--- src/rtl/sbfoc_ram.sv ---
module sbfoc_ram #(
    parameter int WIDTH = 8,
    parameter int DEPTH = 16
) (
    input  logic                     clk,
    input  logic                     wr_en,
    input  logic [$clog2(DEPTH)-1:0] wr_addr,
    input  logic [WIDTH-1:0]         wr_data,
    input  logic                     rd_en,
    input  logic [$clog2(DEPTH)-1:0] rd_addr,
    output logic [WIDTH-1:0]         rd_data
);

    logic [WIDTH-1:0] mem [DEPTH];
    logic [WIDTH-1:0] rd_data_reg;

    // Write port and registered read port
    always_ff @(posedge clk)
    begin
        if (wr_en)
        begin
            mem[wr_addr] <= wr_data;
        end
        if (rd_en)
        begin
            rd_data_reg <= mem[rd_addr];
        end
    end

    assign rd_data = rd_data_reg;

endmodule

--- config.mk ---
export PLATFORM = sky130hd
export DESIGN_NAME = sbfoc_ram
export DESIGN_NICKNAME = d
export VERILOG_FILES = /design/src/rtl/sbfoc_ram.sv
export SDC_FILE = /design/constraint.sdc
export NUM_CORES = 1
export LEC_CHECK = 0
export ABC_AREA = 1
export BUFFER_PORTS_ARGS = -buffer_cell sky130_fd_sc_hd__buf_2
export CORE_MARGIN = 10
export CORE_UTILIZATION = 42
export CTS_BUF_LIST = sky130_fd_sc_hd__clkbuf_2
export DETAILED_ROUTE_END_ITERATION = 6
export GPL_TIMING_DRIVEN = 1
export SLEW_MARGIN = 40
export SYNTH_ARGS = -nofsm -noshare
export SYNTH_HDL_FRONTEND = slang
export SYNTH_SLANG_ARGS = --single-unit
--- constraint.sdc ---
create_clock -name clk -period 1.9 [get_ports clk]
set_clock_uncertainty 0.2 [all_clocks]
set_input_delay 0.285 -clock clk [delete_from_list [all_inputs] [get_ports clk]]
set_output_delay 0.285 -clock clk [all_outputs]
set_load 0.02 [all_outputs]
# After elaboration in Yosys (flattened, before gate mapping)
# Memories as Yosys holds them, arrays and structs flattened. A register that Yosys moved wholly into a read port is not among the register bits.
# Cells that the tools add are included.
# Widths: inputs -> output; s select.
# classes
mux	2
# ops
operator	count
$mux 1	2
# totals
register_bits	0
mem_bits_rw	128
inputBits	19
output_inout_bits	8
memories	1
# memory_table
name	words	width	read_ports	rd_ports_with_merged_regs	wr	line_no	source
mem	16	8	1	1	1	14	logic [WIDTH-1:0] mem [DEPTH];

# Depth between registers and ports, before layout
# logic_depth
word_depth	2
ltp_mapped	8

# Least setup slack after synthesis
# OpenSTA, ideal clock, no wires.
# synth_path
path_type	input -> register
startpoint	input wr_addr[2]
endpoint	memory mem[10][0], enable pin
setup_time_ps	370
arrival_time_ps	866
required_ps	1330
slack_ps	464
stages	2
path_buffers	0
path_cell_list	nand3b_1 -> nor2_1
# synth_rtl
item	line_no	source
from (decl)	7	input logic [$clog2(DEPTH)-1:0] wr_addr,
to (decl)	14	
# No word-level cell before the write port.

==> metrics.md <==
| Metric | Value |
|---|---|
| Synthesized cell area | between 0.005 and 0.006 mm^2 |
| Flop-to-flop setup slack | about 0.080 ns |
| FP Rows | 43 |
| Tot GR Track Use | 0.1432 |
| Flops & latches, synth | 136 |
| Chip Height | ~140 um |
| Period utilization | 0.9579 |
| Leakage | 2.859 nW |
| Die ar. | between 0.015 and 0.02 mm^2 |
| CTS H-tree lvls | 4 |
| Capture point of the worst reg-to-reg path | rd_data[7]$_DFFE_PP_ |
| Most common cell after layout, fill and taps aside | nand2_1 |
| Maximum vdd drop | ~0.34 mV |
| Hold Path End | mem[0][7]$_DFFE_PP_ |
| Remaining DRCs | 0 |
| Final hold violation count | 0 |
| CP endpoint kind | flop |
| Critical Path RT | ~2.1 ns |
| Final nets | about 630 |
| Initial Util | 0.4245 |
| Synth Area in Adders | 0 |
| Worst slew pin tran | ~0.62 ns |
| CP arrival | 2.04 ns |
| Critical path peak fanout | 1 |
| Vias per cell | 4.795 |
| Slowest-stage cell, CP | dlygate4sd3_1 |
| Syn nets | 570 |
| Hold path depth | 5 |
| Drt first-iter violations | 397 |
| Min cycle time layout | ~1.8 ns |
| RePlAce Congestion | between 0.7 and 0.8 |
| Slew HR | 0.5839 |
| Core area | between 0.01 and 0.015 mm^2 |
| Largest family of logic cells by synthesized area | simple AND/OR/NAND/NOR gates |
| RSZ-0062 raised after global routing | no |
| # IOs | 27 |
| Simple-gate share of the synthesized area | 0.2076 |
| Synth cell types | 11 |
| Register clock-pin slew on the reported worst setup and hold paths | roughly 0.19 ns |
| Clk Latency, worst-skew pair | around 0.68 ns |
| First-pass GRT wire length | about 20000 um |
| Initial antenna violation count | 1 |
| Hold_sp | wr_addr[3] |
| Most frequent cells in the layout | nand2_1 (173), edfxtp_1 (136), inv_1 (100) |
| Final setup margin | around 0.08 ns |
| Synth top area share | 0.6985 |
| Mean Syn Cell Area | roughly 11 um^2 |
| Crit path buf inv count | 2 |
| Layout Area Growth over Synthesis | 13.18% |
| Share of layout cells above drive strength 1 | 0.1355 |
| DRT Pass-1 Iters | 5 |
| Post-DP HPWL | about 8000 um |
| Pre-CTS WS | around 0.13 ns |
| Seq/Total Area, Yosys | 0.6985 |
| CTS Buf Count | 17 |
| Chip width | roughly 140 um |
| Number of nets still failing antenna checks after routing | 0 |
| Number of flip-flops under the largest register name | around 130 |
| Drt total wl | between 10000 and 15000 um |
| PortBufs | 26 |
| Ranking of synthesized cells by area | edfxtp_1 (70%), nand2_1 (11%), nand3_1 (8.3%), inv_1 (6.4%), buf_6 (1.2%) |
| Crit start category | flop |
| Status | complete, no violations |
| TritonCTS Sinks | roughly 140 |
| Critical path, cell by cell | inv_1 > nand2_1 > nand3_1 > nand3_2 > nand3_2 > dlygate4sd3_1 > nand2_1 |
| Post-Synth XOR/XNOR Area | 0 |
| Setup TNS | 0 ns |
| Worst setup path class | flop to flop |
| Pwr Density | a little over 800 mW/mm^2 |
| Clk root buf | clkbuf_2 |
| Max-cap violations | 0 |
| Total congestion overflow | 0 |
| Fill count | between 1000 and 1500 |
| Max frequency | about 0.55 GHz |
| Mux contribution to synthesized area | 0 |
| Vias | 3841 |
| Gate Count Post-Synth | 551 |
| Final slew viol count | 0 |
| CTS tree | done |
| Hold/Removal Path Class | input pin to flop |
| Yosys warning total | 0 |
| Synth area leader | edfxtp_1 |
| CTS Buffer Depth | 2 |
| Crit Reg-Reg Startpoint | mem[13][7]$_DFFE_PP_ |
| CP top delay family | buffers and inverters |
| Routed len/inst | ~16 um |
| Complex-gate fraction of the synthesized area | 0 |
| Critical Path Max Stage Delay | roughly 0.55 ns |
| Vias in the first global route | roughly 3700 |
| Largest net degree at the start of global routing | 65 |
| Setup-failing EPs final | 0 |
| R2R cell count | 7 |
[synthesized netlist by cell type]
library cell,n
nand2_1,173
edfxtp_1,136
inv_1,100
nand3_1,97
nor2_1,17
buf_2,13
buf_6,6
buf_4,4
inv_2,2
nand3b_1,2
buf_1,1
[logic make-up (layout without fill, tap and decap cells)]
logic type	Yosys count	after routing
other	0	1
buffers and inverters	126	195
AND/OR/NAND/NOR	289	289
flip-flops	136	136
[cell type report]
class                   instances  area [um^2]  area share
inverters                     102        382.9     0.05786
clock inverters                14        110.1     0.01664
diodes                          1        2.502   0.0003781
repair buffers                 61        494.2     0.07468
clock buffers                  18        90.09     0.01361
flip-flops and latches        136         4084      0.6171
multi-input cells             289         1229      0.1857
well taps                     180        225.2     0.03403
[report_power, final]
group / internal [mW] / total, mW / switching, mW / leakage (nW)
Combinational: 0.152 / 0.459 / 0.307 / 1.49
Clock: 0.459 / 1.48 / 1.02 / 0.130
Sequential: 3.38 / 3.39 / 0.0194 / 1.24
[routing by layer]
layer,wire length (um),part of all wire,track usage
met5,0,0,0
met4,123,0.0095,0.04461
met3,643,0.050,0.03623
met2,6014,0.47,0.2180
met1,6113,0.47,0.1970
[stage by stage]
| step | hold slack [ns] | utilization | total power, mW | cell area, um^2 | std cells |
|---|---|---|---|---|---|
| 6_report | 0.07417 | 0.4805 | 5.331 | 6618 | 801 |
| 5_1_grt | -0.002659 | 0.4805 | 5.567 | 6618 | 801 |
| 4_1_cts | 0.002693 | 0.4778 | 5.376 | 6581 | 800 |
| 3_5_place_dp | 0.4702 | 0.4539 | 3.897 | 6251 | 755 |
| 3_3_place_gp | 0.4723 | 0.4539 | 3.890 | 6251 | 755 |
| 2_1_floorplan | 0.1839 | - | 3.713 | 5847 | 551 |
[worst max path at each step]
stage / start / endpoint / slack [ns] / cells past startpoint
after global routing: rd_data[0]$_DFFE_PP_ / rd_data[0] / 0.006 / 1
after detailed placement: rd_addr[1] / rd_data[1]$_DFFE_PP_ / 0.13 / 6
after floorplan: wr_addr[2] / mem[10][0]$_DFFE_PP_ / 0.46 / 2
after CTS: rd_data[6]$_DFFE_PP_ / rd_data[6] / 0.05 / 1
final: mem[13][7]$_DFFE_PP_ / rd_data[7]$_DFFE_PP_ / 0.08 / 7
after global placement: rd_addr[1] / rd_data[2]$_DFFE_PP_ / 0.18 / 6
[worst register-to-register path, stage by stage (launching register included)]
cell and delay [ns]:
edfxtp_1 0.41, inv_1 0.06, nand2_1 0.05, nand3_1 0.11, nand3_2 0.10, nand3_2 0.06, dlygate4sd3_1 0.55, nand2_1 0.05
[what timing repair did]
action | in CTS | in global routing
setup buffers | 0 | 0
endpoints found under the setup margin | 0 | 4
hold endpoints to repair | 167 | 0
hold buffers | 13 | 0
resized for setup | 0 | 10
Power figures use the tool's default switching activity.
